$ cat config.mk
export PLATFORM = sky130hd
export DESIGN_NAME = eth_ipv4_l4_header_parser_unit_flat
export DESIGN_NICKNAME = d
export VERILOG_FILES = /design/src/sv/eipl_pkg.sv /design/src/sv/eipl_if.sv /design/src/sv/eipl_capture.sv /design/src/sv/eipl_classify.sv /design/src/sv/eth_ipv4_l4_header_parser_unit.sv /design/src/flat_wrapper.sv
export SDC_FILE = /design/constraint.sdc
export NUM_CORES = 1
export LEC_CHECK = 0
export CORE_UTILIZATION = 30
export DETAILED_ROUTE_END_ITERATION = 16
export DONT_BUFFER_PORTS = 1
export HOLD_SLACK_MARGIN = 0.15
export SYNTH_ARGS = -nofsm -noshare
export SYNTH_HDL_FRONTEND = slang
export SYNTH_HIERARCHICAL = 1
export SYNTH_SLANG_ARGS = --single-unit
$ cat constraint.sdc
create_clock -name clk -period 8.2 [get_ports clk]
set_input_delay 0.82 -clock clk [delete_from_list [all_inputs] [get_ports clk]]
set_output_delay 0.82 -clock clk [all_outputs]
set_load 0.02 [all_outputs]
$ cat src/sv/eipl_pkg.sv
`timescale 1ns / 1ps

package eipl_pkg;

  // result kinds
  localparam logic [2:0] KIND_SHORT     = 3'd0;
  localparam logic [2:0] KIND_NON_IP    = 3'd1;
  localparam logic [2:0] KIND_TCP       = 3'd2;
  localparam logic [2:0] KIND_UDP       = 3'd3;
  localparam logic [2:0] KIND_ICMP      = 3'd4;
  localparam logic [2:0] KIND_OTHER_IP  = 3'd5;
  localparam logic [2:0] KIND_TRUNCATED = 3'd6;

  localparam logic [15:0] ETHERTYPE_IPV4 = 16'h0800;
  localparam logic [7:0]  PROTO_ICMP     = 8'd1;
  localparam logic [7:0]  PROTO_TCP      = 8'd6;
  localparam logic [7:0]  PROTO_UDP      = 8'd17;
  localparam logic [3:0]  MIN_HDR_WORDS  = 4'd5;
  localparam logic [15:0] UDP_HDR_BYTES  = 16'd8;
  localparam int          TCP_ACK_BIT    = 4;
  localparam logic [15:0] COUNT_MAX      = 16'hFFFF;

  typedef struct packed {
    logic [15:0] eth_type;
    logic [3:0]  ihl;
    logic [7:0]  proto;
    logic [15:0] total_len;
    logic [31:0] src_addr;
    logic [31:0] dst_addr;
    logic [15:0] src_port;
    logic [15:0] dst_port;
    logic [31:0] seq;
    logic [31:0] ack;
    logic [3:0]  tcp_words;
    logic [7:0]  flags;
    logic [15:0] window;
    logic [15:0] udp_len;
  } fields_t;

  typedef struct packed {
    logic [2:0]  kind;
    logic [7:0]  ip_protocol;
    logic [31:0] source_address;
    logic [31:0] destination_address;
    logic [15:0] source_port;
    logic [15:0] destination_port;
    logic [7:0]  tcp_flag_bits;
    logic [31:0] sequence_number;
    logic [31:0] ack_number;
    logic [15:0] window_size;
    logic [15:0] payload_length;
  } result_t;

endpackage

$ cat src/sv/eipl_if.sv
`timescale 1ns / 1ps

interface eipl_in_if;
  logic       valid;
  logic       ready;
  logic [7:0] data_byte;
  logic       last_byte;

  modport source (output valid, output data_byte, output last_byte, input ready);
  modport sink (input valid, input data_byte, input last_byte, output ready);
endinterface

interface eipl_out_if;
  logic        valid;
  logic        ready;
  logic [2:0]  kind;
  logic [7:0]  ip_protocol;
  logic [31:0] source_address;
  logic [31:0] destination_address;
  logic [15:0] source_port;
  logic [15:0] destination_port;
  logic [7:0]  tcp_flag_bits;
  logic [31:0] sequence_number;
  logic [31:0] ack_number;
  logic [15:0] window_size;
  logic [15:0] payload_length;

  modport source (
    output valid, output kind, output ip_protocol, output source_address,
    output destination_address, output source_port, output destination_port,
    output tcp_flag_bits, output sequence_number, output ack_number,
    output window_size, output payload_length, input ready
  );
  modport sink (
    input valid, input kind, input ip_protocol, input source_address,
    input destination_address, input source_port, input destination_port,
    input tcp_flag_bits, input sequence_number, input ack_number,
    input window_size, input payload_length, output ready
  );
endinterface

$ cat src/sv/eipl_capture.sv
`timescale 1ns / 1ps

module eipl_capture (
  input  logic              clk,
  input  logic              rst_n,
  input  logic              accept,
  input  logic [7:0]        data_byte,
  input  logic              last_byte,
  output logic [15:0]       byte_pos,
  output eipl_pkg::fields_t fields_nxt
);

  logic [15:0]       count_r;
  logic [15:0]       count_nxt;
  eipl_pkg::fields_t fields_r;
  logic [6:0]        l4_base;
  logic [15:0]       l4_off;
  logic              in_l4;
  logic [3:0]        rel;

  assign byte_pos = count_r;

  // transport header starts at 14 + 4 * ihl
  assign l4_base = 7'd14 + {1'b0, fields_r.ihl, 2'b00};
  assign l4_off  = count_r - {9'd0, l4_base};
  assign in_l4   = (count_r > 16'd14) && (fields_r.ihl >= eipl_pkg::MIN_HDR_WORDS) &&
                   (count_r >= {9'd0, l4_base}) && (l4_off < 16'd16);
  assign rel     = l4_off[3:0];

  always_comb begin
    fields_nxt = fields_r;
    if (count_r == 16'd12 || count_r == 16'd13) begin
      fields_nxt.eth_type = {fields_r.eth_type[7:0], data_byte};
    end
    if (count_r == 16'd14) begin
      fields_nxt.ihl = data_byte[3:0];
    end
    if (count_r == 16'd16 || count_r == 16'd17) begin
      fields_nxt.total_len = {fields_r.total_len[7:0], data_byte};
    end
    if (count_r == 16'd23) begin
      fields_nxt.proto = data_byte;
    end
    if (count_r >= 16'd26 && count_r <= 16'd29) begin
      fields_nxt.src_addr = {fields_r.src_addr[23:0], data_byte};
    end
    if (count_r >= 16'd30 && count_r <= 16'd33) begin
      fields_nxt.dst_addr = {fields_r.dst_addr[23:0], data_byte};
    end
    if (in_l4) begin
      case (rel)
        4'd0, 4'd1: begin
          fields_nxt.src_port = {fields_r.src_port[7:0], data_byte};
        end
        4'd2, 4'd3: begin
          fields_nxt.dst_port = {fields_r.dst_port[7:0], data_byte};
        end
        4'd4, 4'd5, 4'd6, 4'd7: begin
          fields_nxt.seq = {fields_r.seq[23:0], data_byte};
        end
        4'd8, 4'd9, 4'd10, 4'd11: begin
          fields_nxt.ack = {fields_r.ack[23:0], data_byte};
        end
        4'd12: begin
          fields_nxt.tcp_words = data_byte[7:4];
        end
        4'd13: begin
          fields_nxt.flags = data_byte;
        end
        default: begin
          fields_nxt.window = {fields_r.window[7:0], data_byte};
        end
      endcase
      // udp length shares the tcp sequence bytes
      if (rel == 4'd4 || rel == 4'd5) begin
        fields_nxt.udp_len = {fields_r.udp_len[7:0], data_byte};
      end
    end
  end

  always_comb begin
    if (last_byte) begin
      count_nxt = 16'd0;
    end else if (count_r == eipl_pkg::COUNT_MAX) begin
      count_nxt = count_r;
    end else begin
      count_nxt = count_r + 16'd1;
    end
  end

  always_ff @(posedge clk) begin
    if (!rst_n) begin
      count_r <= 16'd0;
    end else if (accept) begin
      count_r <= count_nxt;
    end
  end

  // every field is fully rewritten before it can reach a result
  always_ff @(posedge clk) begin
    if (accept) begin
      fields_r <= fields_nxt;
    end
  end

  a_count_restart: assert property (@(posedge clk) disable iff (!rst_n)
    accept && last_byte |=> count_r == 16'd0)
    else $error("byte count not cleared after frame end");

  a_count_step: assert property (@(posedge clk) disable iff (!rst_n)
    accept && !last_byte && count_r != eipl_pkg::COUNT_MAX |=>
      count_r == $past(count_r) + 16'd1)
    else $error("byte count did not advance");

endmodule

$ cat src/sv/eipl_classify.sv
`timescale 1ns / 1ps

module eipl_classify (
  input  logic [15:0]       byte_pos,
  input  eipl_pkg::fields_t fields,
  output eipl_pkg::result_t result
);

  logic [5:0]  ihl_bytes;
  logic [5:0]  tcp_bytes;
  logic [15:0] tcp_min_pos;
  logic [15:0] udp_min_pos;
  logic [6:0]  hdr_sum;
  logic [16:0] tcp_diff;

  assign ihl_bytes   = {fields.ihl, 2'b00};
  assign tcp_bytes   = {fields.tcp_words, 2'b00};
  // last position index must reach 14 + 4 * ihl + header size - 1
  assign tcp_min_pos = 16'd33 + {10'd0, ihl_bytes};
  assign udp_min_pos = 16'd21 + {10'd0, ihl_bytes};
  assign hdr_sum     = {1'b0, ihl_bytes} + {1'b0, tcp_bytes};
  assign tcp_diff    = {1'b0, fields.total_len} - {10'd0, hdr_sum};

  always_comb begin
    result = '0;
    if (byte_pos < 16'd13) begin
      result.kind = eipl_pkg::KIND_SHORT;
    end else if (fields.eth_type != eipl_pkg::ETHERTYPE_IPV4) begin
      result.kind = eipl_pkg::KIND_NON_IP;
    end else if (byte_pos < 16'd33) begin
      result.kind = eipl_pkg::KIND_SHORT;
    end else if (fields.ihl < eipl_pkg::MIN_HDR_WORDS) begin
      result.kind        = eipl_pkg::KIND_SHORT;
      result.ip_protocol = fields.proto;
    end else begin
      result.ip_protocol         = fields.proto;
      result.source_address      = fields.src_addr;
      result.destination_address = fields.dst_addr;
      if (fields.proto == eipl_pkg::PROTO_TCP) begin
        if (byte_pos < tcp_min_pos || fields.tcp_words < eipl_pkg::MIN_HDR_WORDS) begin
          result.kind = eipl_pkg::KIND_TRUNCATED;
        end else begin
          result.kind             = eipl_pkg::KIND_TCP;
          result.source_port      = fields.src_port;
          result.destination_port = fields.dst_port;
          result.tcp_flag_bits    = fields.flags;
          result.sequence_number  = fields.seq;
          result.window_size      = fields.window;
          result.ack_number       = fields.flags[eipl_pkg::TCP_ACK_BIT] ? fields.ack : 32'd0;
          result.payload_length   = tcp_diff[16] ? 16'd0 : tcp_diff[15:0];
        end
      end else if (fields.proto == eipl_pkg::PROTO_UDP) begin
        if (byte_pos < udp_min_pos) begin
          result.kind = eipl_pkg::KIND_TRUNCATED;
        end else begin
          result.kind             = eipl_pkg::KIND_UDP;
          result.source_port      = fields.src_port;
          result.destination_port = fields.dst_port;
          result.payload_length   = (fields.udp_len > eipl_pkg::UDP_HDR_BYTES) ?
                                    fields.udp_len - eipl_pkg::UDP_HDR_BYTES : 16'd0;
        end
      end else if (fields.proto == eipl_pkg::PROTO_ICMP) begin
        result.kind = eipl_pkg::KIND_ICMP;
      end else begin
        result.kind = eipl_pkg::KIND_OTHER_IP;
      end
    end
  end

endmodule

$ cat src/sv/eth_ipv4_l4_header_parser_unit.sv
`timescale 1ns / 1ps

// Parses an Ethernet/IPv4/TCP-UDP frame delivered one byte per request, first
// byte at the destination MAC, last byte flagged by last_byte. One byte is taken
// every clock unless stalled; the per-byte field capture and the end-of-frame
// classification run in one pass from the header field registers into the
// output register, so the result for a frame appears in the cycle after its
// last byte is accepted. Input stalls only while a result sits in the output
// register and the sink is not ready. Non-last bytes produce no result.

module eth_ipv4_l4_header_parser_unit (
  input logic         clk,
  input logic         rst_n,
  eipl_in_if.sink     in_chan,
  eipl_out_if.source  out_chan
);

  logic              in_acc;
  logic [15:0]       byte_pos;
  eipl_pkg::fields_t fields_nxt;
  eipl_pkg::result_t result;
  eipl_pkg::result_t res_r;
  logic              out_valid_r;
  logic              out_valid_nxt;

  assign in_chan.ready = !out_valid_r || out_chan.ready;
  assign in_acc        = in_chan.valid && in_chan.ready;

  eipl_capture u_capture (
    .clk        (clk),
    .rst_n      (rst_n),
    .accept     (in_acc),
    .data_byte  (in_chan.data_byte),
    .last_byte  (in_chan.last_byte),
    .byte_pos   (byte_pos),
    .fields_nxt (fields_nxt)
  );

  eipl_classify u_classify (
    .byte_pos (byte_pos),
    .fields   (fields_nxt),
    .result   (result)
  );

  always_comb begin
    if (in_acc && in_chan.last_byte) begin
      out_valid_nxt = 1'b1;
    end else if (out_chan.ready) begin
      out_valid_nxt = 1'b0;
    end else begin
      out_valid_nxt = out_valid_r;
    end
  end

  always_ff @(posedge clk) begin
    if (!rst_n) begin
      out_valid_r <= 1'b0;
    end else begin
      out_valid_r <= out_valid_nxt;
    end
  end

  always_ff @(posedge clk) begin
    if (in_acc && in_chan.last_byte) begin
      res_r <= result;
    end
  end

  assign out_chan.valid               = out_valid_r;
  assign out_chan.kind                = res_r.kind;
  assign out_chan.ip_protocol         = res_r.ip_protocol;
  assign out_chan.source_address      = res_r.source_address;
  assign out_chan.destination_address = res_r.destination_address;
  assign out_chan.source_port         = res_r.source_port;
  assign out_chan.destination_port    = res_r.destination_port;
  assign out_chan.tcp_flag_bits       = res_r.tcp_flag_bits;
  assign out_chan.sequence_number     = res_r.sequence_number;
  assign out_chan.ack_number          = res_r.ack_number;
  assign out_chan.window_size         = res_r.window_size;
  assign out_chan.payload_length      = res_r.payload_length;

  a_empty_ready: assert property (@(posedge clk) disable iff (!rst_n)
    !out_valid_r |-> in_chan.ready)
    else $error("input stalled with empty output register");

  a_no_spurious: assert property (@(posedge clk) disable iff (!rst_n)
    (!in_acc || !in_chan.last_byte) && (out_chan.ready || !out_valid_r) |=> !out_valid_r)
    else $error("result raised without a frame end");

  a_ack_masked: assert property (@(posedge clk) disable iff (!rst_n)
    out_valid_r && !res_r.tcp_flag_bits[eipl_pkg::TCP_ACK_BIT] |->
      res_r.ack_number == 32'd0)
    else $error("ack number shown without ack flag");

endmodule

$ cat src/flat_wrapper.sv
// flat-port wrapper written by rule: the top's interface ports become plain ports
module eth_ipv4_l4_header_parser_unit_flat 
  (clk, rst_n, in_chan_valid, in_chan_data_byte, in_chan_last_byte, in_chan_ready, out_chan_valid, out_chan_kind, out_chan_ip_protocol, out_chan_source_address, out_chan_destination_address, out_chan_source_port, out_chan_destination_port, out_chan_tcp_flag_bits, out_chan_sequence_number, out_chan_ack_number, out_chan_window_size, out_chan_payload_length, out_chan_ready);
  eipl_in_if in_chan_i ();
  eipl_out_if out_chan_i ();
  input logic clk;
  input logic rst_n;
  input wire logic [$bits(in_chan_i.valid)-1:0] in_chan_valid;
  input wire logic [$bits(in_chan_i.data_byte)-1:0] in_chan_data_byte;
  input wire logic [$bits(in_chan_i.last_byte)-1:0] in_chan_last_byte;
  output wire logic [$bits(in_chan_i.ready)-1:0] in_chan_ready;
  output wire logic [$bits(out_chan_i.valid)-1:0] out_chan_valid;
  output wire logic [$bits(out_chan_i.kind)-1:0] out_chan_kind;
  output wire logic [$bits(out_chan_i.ip_protocol)-1:0] out_chan_ip_protocol;
  output wire logic [$bits(out_chan_i.source_address)-1:0] out_chan_source_address;
  output wire logic [$bits(out_chan_i.destination_address)-1:0] out_chan_destination_address;
  output wire logic [$bits(out_chan_i.source_port)-1:0] out_chan_source_port;
  output wire logic [$bits(out_chan_i.destination_port)-1:0] out_chan_destination_port;
  output wire logic [$bits(out_chan_i.tcp_flag_bits)-1:0] out_chan_tcp_flag_bits;
  output wire logic [$bits(out_chan_i.sequence_number)-1:0] out_chan_sequence_number;
  output wire logic [$bits(out_chan_i.ack_number)-1:0] out_chan_ack_number;
  output wire logic [$bits(out_chan_i.window_size)-1:0] out_chan_window_size;
  output wire logic [$bits(out_chan_i.payload_length)-1:0] out_chan_payload_length;
  input wire logic [$bits(out_chan_i.ready)-1:0] out_chan_ready;
  assign in_chan_i.valid = in_chan_valid;
  assign in_chan_i.data_byte = in_chan_data_byte;
  assign in_chan_i.last_byte = in_chan_last_byte;
  assign in_chan_ready = in_chan_i.ready;
  assign out_chan_valid = out_chan_i.valid;
  assign out_chan_kind = out_chan_i.kind;
  assign out_chan_ip_protocol = out_chan_i.ip_protocol;
  assign out_chan_source_address = out_chan_i.source_address;
  assign out_chan_destination_address = out_chan_i.destination_address;
  assign out_chan_source_port = out_chan_i.source_port;
  assign out_chan_destination_port = out_chan_i.destination_port;
  assign out_chan_tcp_flag_bits = out_chan_i.tcp_flag_bits;
  assign out_chan_sequence_number = out_chan_i.sequence_number;
  assign out_chan_ack_number = out_chan_i.ack_number;
  assign out_chan_window_size = out_chan_i.window_size;
  assign out_chan_payload_length = out_chan_i.payload_length;
  assign out_chan_i.ready = out_chan_ready;
  eth_ipv4_l4_header_parser_unit u_core (.clk(clk), .rst_n(rst_n), .in_chan(in_chan_i), .out_chan(out_chan_i));
endmodule
After elaboration in Yosys (flattened, before gate mapping)
Index checks and enable logic that the tools add are counted.
{"block": "classes", "addsub": 8, "magnitude_cmp": 15, "n_eq_ne": 25, "n_mux": 37, "bitwise": 2, "n_reduce_logical": 25}
{"operator": "$mux 32", "count": 8}
{"operator": "$mux 16", "count": 13}
{"operator": "$mux 140", "count": 1}
{"operator": "$mux 136", "count": 1}
{"operator": "$eq 16x4->1 const B", "count": 3}
{"operator": "$eq 16x5->1 const B", "count": 3}
{"operator": "$ge 16x5->1 const B", "count": 2}
{"operator": "$gt 16x4->1 const B", "count": 2}
{"operator": "$eq 4x4->1 const B", "count": 6}
{"operator": "$sub 16x7->17", "count": 1}
{"operator": "$add 16x1->16 const B", "count": 1}
{"operator": "$eq 16x16->1 const B", "count": 1}
{"operator": "$eq 4x3->1 const B", "count": 4}
{"operator": "$ge 16x7->1", "count": 1}
{"operator": "$le 16x5->1 const B", "count": 1}
{"operator": "$le 16x6->1 const B", "count": 1}
{"operator": "$lt 16x16->1", "count": 1}
{"operator": "$lt 16x4->1 const B", "count": 1}
{"operator": "$lt 16x5->1 const B", "count": 1}
{"operator": "$lt 16x6->1 const B", "count": 1}
{"operator": "$lt 16x7->1", "count": 1}
{"operator": "$mux 8", "count": 2}
{"operator": "$ne 16x12->1 const B", "count": 1}
{"operator": "$sub 16x4->16 const B", "count": 1}
{"operator": "30 further kinds", "count": 54}
{"block": "totals", "ff_bits": 476, "output_inout_bits": 213}

Logic depth before layout (Yosys ltp)
Gate-level depths: netlist of run 1.
{"block": "depth", "word_depth": 13, "mapped_depth": 23, "depth_no_buf": 20}

Modules after synthesis
Netlist of run 1, hierarchy kept.
{"module": "eipl_capture", "instances": 1, "cells_each": 724, "area_per_inst_um2": 12147.9, "seq_area_each_um2": 7767.4}
{"module": "eth_ipv4_l4_header_parser_unit", "instances": 1, "cells_each": 217, "area_per_inst_um2": 6407.4, "seq_area_each_um2": 6356.1}
{"module": "eipl_classify", "instances": 1, "cells_each": 451, "area_per_inst_um2": 2937.8, "seq_area_each_um2": 0.0}

Least setup slack after synthesis of run 1
No wires, ideal clock.
{"block": "synth_path", "path_type": "reg-to-reg", "from": "register u_core/u_capture/fields_r[228] (netlist bit)", "to": "register u_core.res_r, in the netlist u_core/out_chan.payload_length[15], data pin", "arrival_time_ps": 5636, "path_slack_ps": 2434, "stages_incl_launch_ff": 22, "path_buffers": 3, "period_less_slack_ps": 5766, "cell_sequence": "edfxtp_1 > o21ai_0 > xor2_1 > ha_1 > clkbuf_1 > a21o_2 > a211o_2 > a2111oi_4 > and4_2 > and4b_1 > nand4_1 > mux2_2 > inv_1 > fa_1 > ha_1 > or3_1 > buf_2 > or4_1 > buf_2 > or4b_1 > a211oi_1 > o21a_1"}
{"element": "from (decl)", "line_no": "eipl_capture.sv:15", "source": "eipl_pkg::fields_t fields_r;"}
{"element": "from (signal assigned)", "line_no": "eipl_capture.sv:102", "source": "fields_r <= fields_nxt;"}
{"element": "to (signal assigned)", "line_no": "eth_ipv4_l4_header_parser_unit.sv:65", "source": "res_r <= result;"}
{"element": "to (decl)", "line_no": "eth_ipv4_l4_header_parser_unit.sv:22", "source": "eipl_pkg::result_t res_r;"}

==> flow_summary.ini, run 1 <==
[clocking]
clock_path_buffers = 3
cts_tree = done
cts_resized = 0
clk_pin_slew_ns = 0.06
h-tree-depth = 2
holdBufCountCts = 0
cts_root_buffer = clkbuf_16
cts_sinks = 476
cts_buffers = 50
postCtsSetupRepairBufs = 0
insertion_delay_ns = 0.60

[detailed_routing]
via_per_inst = 4.93
drt-pass1-iter-count = 5
drcViolationCount = 0
num_vias = 11600
wl_per_cell_um = 21.2
drt-initial-drc-count = 880
wl_um = 49900
drtAntennaViolNets = 0

[sta]
finClkSkew_ns = 0.0230
period_minus_slack_ns = 6.50
max_slew.worst_pin.slew_ns = 1.29
setup_violations = 0
rsz0062_at_grt = false
min_period_over_period_pct = 79.3
hold_viol = 0
fmax_ghz = 0.154
final.setup.worst_slack_ns = 1.70
max_slew_margin_pct = 13.5
fin_tns_setup_ns = 0
drv_slew = 0

[setup_path]
crit_top_cell = ha_1
slowest_stage = nor3_2
path_cells = o21ai_0 -> xor2_1 -> ha_1 -> a21o_2 -> a211o_2 -> a2111oi_4 -> and4_2 -> and4b_1 -> nand4_1 -> mux2_2 -> inv_1 -> fa_1 -> ha_1 -> or3_1 -> or4_1 -> nor3_2 -> nor3b_1 -> o21a_1
required_ns = 8.52
crit_type = register to register
cpPeakStageDelay_ns = 0.76
cp.arrival_ns = 6.83
start_kind = register
end_kind = register
r2r_slack_ns = 1.70
r2r_cells = 18
worstPathMaxFanout = 15
timing.rr.end = u_core/out_chan.payload_length[2]
r2r-start = u_core/u_capture/fields_r[228]

[power_and_ir_drop]
ir_drop_uv = 129
leakage_nw = 8.52
power_mw = 5.53
power.density_nw_per_um2 = 229

[logic_synthesis]
seq_area_frac_synth_pct = 65.7
syn_area_per_cell_um2 = 15.4
synthFlopType = edfxtp_1
synth_area_leader_cell = edfxtp_1
ys_top_cells_by_count = edfxtp_1, mux2_2, and3_1, and2_1, clkbuf_1
synth_top_area_share_pct = 64.1
synthTopCellsByArea = edfxtp_1, mux2_2, and3_1, mux2_4, and2_1
async_reset_ff_share_pct = 0
syn_area_um2 = 21500
netlist_instances = 1392
yosys_register_bits = 476
yosysUniqueCellTypes = 81
synth.most_common_cell = edfxtp_1
synth_edf_count = 459
syn_nets = 1442
yosys_warnings = 6

[worst_hold_path]
hold_depth = 1
min_from = rst_n
worstHoldPathType = primary input to register
hold_end = u_core/u_capture/byte_pos[1]

[floorplan]
coreArea_um2 = 70500
die_w_um = 270
rows = 97
io_pins = 226
chipHeight_um = 270
fp.dieArea_um2 = 72700
start_util_pct = 30.5

[finish]
drive_above_1_share_pct = 26.4
seq_area_um2 = 14100
fillers = 6666
final_nets = 1425
multi_input_area_um2 = 6940
fin_area_um2 = 24200
syn2layout_area_growth_pct = 12.4
antenna_cells = 0

[global_routing]
grt_pass1_wl_um = 75900
grt_use_total_pct = 13.5
grt_overflow = 0
grt_max_degree = 76
first_global_vias = 11700
antenna_found_initial = 0

[placement]
portBuffers = 0
dpl.hpwl_um = 31700
dp_slack_ns = 1.76
gp_congestion = 0.832
dpl_cell_area_um2 = 22400

[outcome]
status = completed

[flow_run]
cap_violations = 0
==> registers in the layout (all words and copies together), names as in the netlist, 32 cells and up <==
signal                               count
u_core/u_capture/fields_r              248
u_core/out_chan.destination_address     32
u_core/out_chan.sequence_number         32
u_core/out_chan.ack_number              32
u_core/out_chan.source_address          32
==> logic make-up after synthesis <==
logic type | after synthesis | share of synthesized area [%]
mux | 251 | 13.7
xor+xnor | 29 | 1.18
buf+inv | 108 | 2.27
flops | 476 | 65.7
simple gates | 388 | 11.3
compound gates | 103 | 3.52
fa+ha+maj | 37 | 2.33
==> through the flow <==
step           util [%]  hold WS, ns  std cells
3_3_place_gp       31.8        0.517       2263
6_report           34.3        0.364       2355
4_1_cts            34.3        0.327       2355
2_1_floorplan         -        0.497       1392
3_5_place_dp       31.8        0.548       2263
5_1_grt            34.3        0.343       2355
==> worst max path at each step <==
stage | start | end | slack (ns)
after floorplan | u_core/u_capture/fields_r[228] | u_core/out_chan.payload_length[15] | 2.43
after global placement | u_core/u_capture/fields_r[228] | u_core/out_chan.payload_length[6] | 1.88
after detailed placement | u_core/u_capture/fields_r[228] | u_core/out_chan.payload_length[2] | 1.76
after CTS | u_core/u_capture/fields_r[228] | u_core/out_chan.payload_length[2] | 1.73
after global routing | u_core/u_capture/fields_r[228] | u_core/out_chan.payload_length[2] | 1.29
final | u_core/u_capture/fields_r[228] | u_core/out_chan.payload_length[2] | 1.70
==> area by class of cell <==
| class | count | area share, % |
|---|---|---|
| Clock buffer | 57 | 5.38 |
| Clock inverter | 35 | 1.74 |
| Inverter | 25 | 0.388 |
| Multi-Input combinational cell | 808 | 28.7 |
| Sequential cell | 476 | 58.5 |
| Tap cell | 940 | 4.87 |
| Timing Repair Buffer | 14 | 0.435 |
==> power by group <==
group | internal, mW | switching (mW)
clock network | 1.40 | 0.975
logic | 0.102 | 0.159
registers | 2.80 | 0.0947
total | 4.30 | 1.23
==> cell usage in the layout, fill, tap and decap left out, types with 4 or more instances in the layout <==
master,Yosys,routed
xnor2_1,7,7
nand2b_1,7,7
bufinv_16,0,8
a211oi_1,9,9
nand2_1,17,17
o21a_1,17,17
clkbuf_16,0,51
edfxtp_1,459,459
clkinvlp_4,0,6
nor2b_1,7,7
nand3_1,18,18
ha_1,32,32
clkinv_1,0,6
dfxtp_1,17,17
nor3_1,25,25
o211ai_1,4,4
mux2_2,219,219
a21oi_1,18,18
and4b_1,5,5
nor2_1,35,34
or4_1,6,6
buf_4,3,14
nand4_1,12,12
o21ai_0,13,13
inv_1,25,25
and2_1,68,68
clkbuf_1,63,6
o31ai_1,6,6
a21boi_0,4,4
mux2_4,30,30
or3_1,13,13
and3_1,98,98
xor2_1,22,22
clkinv_2,0,9
fa_1,5,5
nor3b_1,39,39
nor4_1,10,10
==> critical path, delay by kind of cell, from the launching register on <==
kind,cells,cell delay [ns]
AO/OA/AOI/OAI,5,1.46
XOR/XNOR,1,0.17
adder cells (fa/ha/maj),3,1.01
buffers and inverters,1,0.07
flip-flops,1,0.48
multiplexers,1,0.32
AND/OR/NAND/NOR,7,2.75
==> per-layer routing <==
layer	GRT usage, %	share of wire, %	vias up
met2	23.1	51	257
met3	2.78	4.7	62
met1	17.2	43	5986
li1	-	-	5310
met4	3.71	2.1	0
met5	0	0	-
Note: power is estimated with default switching activity, not from simulation.
==> inputs of run 2 (changes only) <==
==> constraint.sdc (replaced) <==
create_clock -name clk -period 5.65 [get_ports clk]
set_input_delay 0.565 -clock clk [delete_from_list [all_inputs] [get_ports clk]]
set_output_delay 0.565 -clock clk [all_outputs]
set_load 0.02 [all_outputs]
==> flow_summary.ini, run 2 (synthesis results as in run 1) <==
[outcome]
status = completed

[finish]
drive_above_1_share_pct = 29.1
largest_reg_flops = 248
final_common_cell = edfxtp_1
syn2layout_area_growth_pct = 13.8
final_cell_mix = edfxtp_1, mux2_2, and3_1
antenna_cells = 0
final_nets = 1462
top_register = u_core/u_capture/fields_r

[clocking]
clk_pin_slew_ns = 0.06
h-tree-depth = 2
cts_sinks = 476
cts_buffers = 48
insertion_delay_ns = 0.58
cts_root_buffer = clkbuf_16
clock_path_buffers = 3
cts_tree = done

[sta]
fmax_ghz = 0.183
max_slew.worst_pin.slew_ns = 1.15
setup_violations = 0
finClkSkew_ns = 0.0288
hold_viol = 0
drv_slew = 0
max_slew_margin_pct = 23.4
min_period_over_period_pct = 96.6
period_minus_slack_ns = 5.46
worst_hold_slack_ns = 0.217

[flow_run]
cap_violations = 0

[power_and_ir_drop]
leakage_nw = 8.68
ir_drop_uv = 198
power_mw = 7.77
power.density_nw_per_um2 = 318

[setup_path]
required_ns = 5.99
r2r_cells = 22
cp.depth = 22
crit_type = register to register
worstPathMaxFanout = 6
path_delay_family = compound AO/OA/AOI/OAI gates
slowest_stage = fa_1
start_kind = register
cp_num_buf_inv = 5
path_cells = inv_1 -> ha_2 -> xor2_1 -> ha_1 -> a21o_2 -> a211o_4 -> a2111oi_4 -> and4_4 -> and4b_1 -> nand4_1 -> buf_4 -> mux2_4 -> inv_2 -> fa_1 -> ha_4 -> o211ai_1 -> a21boi_2 -> buf_6 -> buf_4 -> o31ai_1 -> a211oi_2 -> o21a_1
end_kind = register
cpPeakStageDelay_ns = 0.47
crit_top_cell = buf_4
cp.arrival_ns = 5.80

[placement]
dpl.hpwl_um = 32400
portBuffers = 0
gp_congestion = 0.829

[global_routing]
met2_usage_pct = 23.2
first_global_vias = 11500
met3_usage_pct = 2.66
antenna_found_initial = 1
grt_pass1_wl_um = 75200
grt_overflow = 0
top_usage_layer = met2
grt_max_degree = 114
grt_use_total_pct = 13.4
use_met1_pct = 16.9

[floorplan]
chipHeight_um = 270
start_util_pct = 30.5
io_pins = 226
die_w_um = 270
fp.dieArea_um2 = 72700
rows = 97
coreArea_um2 = 70500

[detailed_routing]
via_per_inst = 4.88
num_vias = 11700
drt-pass1-iter-count = 5
drcViolationCount = 0
drtAntennaViolNets = 0
wl_um = 50300
drt-initial-drc-count = 929
wl_per_cell_um = 21.0

[worst_hold_path]
hold_depth = 1
worstHoldPathType = primary input to register
-- run 2: area by class of cell --
type,count,area (µm²)
Clock buffer,57,1230
Clock inverter,32,299
Fill cell,6672,46100
Timing Repair Buffer,53,467
Sequential cell,476,14100
Inverter,25,93.8
Multi-Input combinational cell,808,7070
Tap cell,940,1180
-- run 2: final timing paths --
path                                        from                                  to  slack, ns
setup reg to reg  u_core/u_capture/fields_r[229]  u_core/out_chan.payload_length[11]       0.19
setup / recovery  u_core/u_capture/fields_r[229]  u_core/out_chan.payload_length[11]       0.19
hold reg to reg    u_core/u_capture/fields_r[72]       u_core/u_capture/fields_r[72]       0.56
hold / removal              in_chan_data_byte[5]      u_core/u_capture/fields_r[129]       0.22
-- run 2: stage by stage --
step	cell area [µm²]	setup TNS, ns	utilization (%)	setup slack (ns)	std cells
3_5_place_dp	22700	0	32.2	0.0913	2292
3_3_place_gp	22700	0	32.2	0.144	2292
6_report	24500	0	34.7	0.193	2391
5_1_grt	24500	-0.0610	34.7	-0.0600	2391
2_1_floorplan	21500	0	-	0.0223	1392
4_1_cts	24200	0	34.4	0.0601	2382
-- run 2: routing by layer --
metal	wire length, µm	share of wire (%)
met1	21400	43
met3	2180	4.3
met2	25700	51
met4	956	1.9
met5	0	0
-- run 2: report_power, final --
part	switching, mW	total (mW)	leakage [nW]	internal (mW)
sequential	0.136	4.20	4.59	4.06
combinational	0.250	0.427	3.34	0.177
clock	1.35	3.15	0.750	1.80
-- run 2: what timing repair did --
action / 4_1_cts / 5_1_grt
gates resized for setup: 0 / 30
hold buffers: 1 / 0
endpoints found under the setup margin: 0 / 15
hold endpoints to repair: 3 / 0
setup buffers: 0 / 8
==> inputs of run 3 (changes only) <==
--- a/config.mk
+++ b/config.mk
@@ -5,6 +5,7 @@
 export SDC_FILE = /design/constraint.sdc
 export NUM_CORES = 1
 export LEC_CHECK = 0
+export ABC_AREA = 1
 export CORE_UTILIZATION = 30
 export DETAILED_ROUTE_END_ITERATION = 16
 export DONT_BUFFER_PORTS = 1
==> flow_summary.ini, run 3 <==
[detailed_routing]
wl_per_cell_um = 17.7
wl_um = 65100
drt-initial-drc-count = 1444
num_vias = 17300
via_per_inst = 4.73
drt-pass1-iter-count = 5
drcViolationCount = 0
drtAntennaViolNets = 0

[sta]
fmax_ghz = 0.196
hold_viol = 0
max_slew_margin_pct = 26.7
min_period_over_period_pct = 90.2
rsz0062_at_grt = false
finClkSkew_ns = 0.0244
worst_hold_slack_ns = 0.195
max_slew.worst_pin.slew_ns = 1.10
drv_slew = 0
setup_violations = 0
period_minus_slack_ns = 5.10

[worst_hold_path]
worstHoldPathType = primary input to register

[placement]
dpl.hpwl_um = 42600
gp_congestion = 0.882
portBuffers = 0
placed_cells = 3569

[global_routing]
grt_overflow = 0
grt_pass1_wl_um = 98600
grt_use_total_pct = 15.5
antenna_found_initial = 5
grt_max_degree = 147
first_global_vias = 16200

[outcome]
status = completed

[logic_synthesis]
synth_edf_count = 459
syn_area_per_cell_um2 = 9.32
seq_area_frac_synth_pct = 58.2
yosys_warnings = 6
synth_top_area_share_pct = 56.8
synth.most_common_cell = nand2_1
yosys_register_bits = 476
yosysUniqueCellTypes = 49
synth_area_leader_cell = edfxtp_1
ys_top_cells_by_count = nand2_1, edfxtp_1, nor2_1, inv_1, nand3_1
syn_area_um2 = 24200
synthTopCellsByArea = edfxtp_1, nand2_1, nor2_1, mux2_2, nand3_1
netlist_instances = 2603
syn_nets = 2654
async_reset_ff_share_pct = 0
synthFlopType = edfxtp_1

[power_and_ir_drop]
ir_drop_uv = 194
leakage_nw = 11.3
power.density_nw_per_um2 = 309
power_mw = 8.41

[flow_run]
cap_violations = 0

[setup_path]
cp.arrival_ns = 5.46
start_kind = register
crit_type = register to register
worstPathMaxFanout = 38
end_kind = register
required_ns = 6.01

[clocking]
cts_sinks = 476
insertion_delay_ns = 0.61
postCtsSetupRepairBufs = 0
cts_root_buffer = clkbuf_16
h-tree-depth = 2
clk_pin_slew_ns = 0.06
cts_tree = done
clock_path_buffers = 3
cts_buffers = 53

[finish]
top_register = u_core/u_capture/fields_r
largest_reg_flops = 248
utilization_pct = 34.2
fin_cells = 3670
fillers = 8060
syn2layout_area_growth_pct = 12.2
drive_above_1_share_pct = 10.6
final_common_cell = nand2_1
final_cell_mix = nand2_1, edfxtp_1, nor2_1
final_nets = 2626

[floorplan]
chipHeight_um = 286
fp.dieArea_um2 = 82000
coreArea_um2 = 79500
start_util_pct = 30.5
die_w_um = 286
rows = 103
io_pins = 226
run 3: changes by cell type after synthesis, sizes merged, moves of 12 or more:
cell	delta
mux2	-145
o21a	-17
nor3	+24
nand3	+198
or3	-12
nor3b	-39
nor2	+296
inv	+227
nand2	+775
buf	+59
and3	-97
and2	-68
o21ai	+119
run 3: cells by family (layout without fill, tap and decap cells):
logic type / count (synthesis) / after routing / synth area share, %
simple gates: 1418 / 1418 / 24.2
compound gates: 167 / 167 / 3.59
other cells: 0 / 1 / 0
mux: 104 / 104 / 4.83
buf+inv: 387 / 403 / 6.59
fa+ha+maj: 38 / 38 / 2.12
flops: 476 / 476 / 58.2
xor+xnor: 13 / 13 / 0.470
run 3: power breakdown:
group | leakage, nW | total [mW] | internal (mW) | switching, mW
clock | 0.855 | 3.51 | 2.03 | 1.48
combinational | 5.88 | 0.680 | 0.226 | 0.454
sequential | 4.59 | 4.22 | 4.06 | 0.156
total | 11.3 | 8.41 | 6.32 | 2.09
run 3: cell type report:
| cell class | instances | area [µm²] | share of cell area (%) |
|---|---|---|---|
| antenna | 1 | 2.50 | 0.00920 |
| clock buffer | 64 | 1380 | 5.06 |
| clock inverter | 35 | 374 | 1.37 |
| inverter | 256 | 981 | 3.60 |
| multi-input combinational | 1740 | 8600 | 31.6 |
| sequential | 476 | 14100 | 51.9 |
| tap | 1050 | 1310 | 4.83 |
| timing repair buffer | 48 | 442 | 1.62 |
run 3: routing by layer:
| metal | wire length [µm] | global-route usage [%] | up-vias |
|---|---|---|---|
| met5 | 0 | 0 | - |
| met4 | 1910 | 5.09 | 0 |
| met3 | 3920 | 3.04 | 101 |
| met2 | 29900 | 24.4 | 481 |
| met1 | 29300 | 21.2 | 8190 |
| li1 | - | - | 8572 |
run 3: per-stage QoR:
| stage | setup slack (ns) | cell area [µm²] | TNS [ns] |
|---|---|---|---|
| 5_1_grt | 0.0519 | 27200 | 0 |
| 2_1_floorplan | -0.523 | 24300 | -110.26 |
| 3_5_place_dp | 0.439 | 25400 | 0 |
| 4_1_cts | 0.436 | 27200 | 0 |
| 3_3_place_gp | 0.509 | 25400 | 0 |
| 6_report | 0.552 | 27200 | 0 |
run 3: what timing repair did:
action / 4_1_cts / 5_1_grt
resized for setup: 0 / 2
hold endpoints to repair: 2 / 0
endpoints found under the setup margin: 0 / 14
hold buffers: 1 / 0
run 3: worst paths after layout:
kind,from,to,slack (ns),cells after the start
worst min-delay path,rst_n,u_core/u_capture/byte_pos[12],0.20,2
worst max-delay path,u_core/u_capture/fields_r[228],u_core/out_chan.payload_length[14],0.55,26
worst min register to register,u_core/u_capture/fields_r[164],u_core/u_capture/fields_r[164],0.54,2
worst max register to register,u_core/u_capture/fields_r[228],u_core/out_chan.payload_length[14],0.55,26
run 3: worst max-delay path: stages, from the launching register on:
cell and delay, ns:
edfxtp_1 0.46, inv_1 0.07, ha_1 0.22, inv_1 0.08, nand3_1 0.08, ha_1 0.40
a21oi_2 0.25, nand2_1 0.12, inv_2 0.09, nand3_1 0.06, nand2_1 0.09, nand2_1 0.09
nor3_4 0.41, buf_6 0.35, nand3_1 0.12, nand2_1 0.14, inv_1 0.08, fa_1 0.44
ha_1 0.32, nor2_1 0.12, nor2_1 0.05, o21ai_0 0.41, nand3_1 0.13, nand2_1 0.10
nor2_1 0.05, nor2_1 0.09, nor2_1 0.05
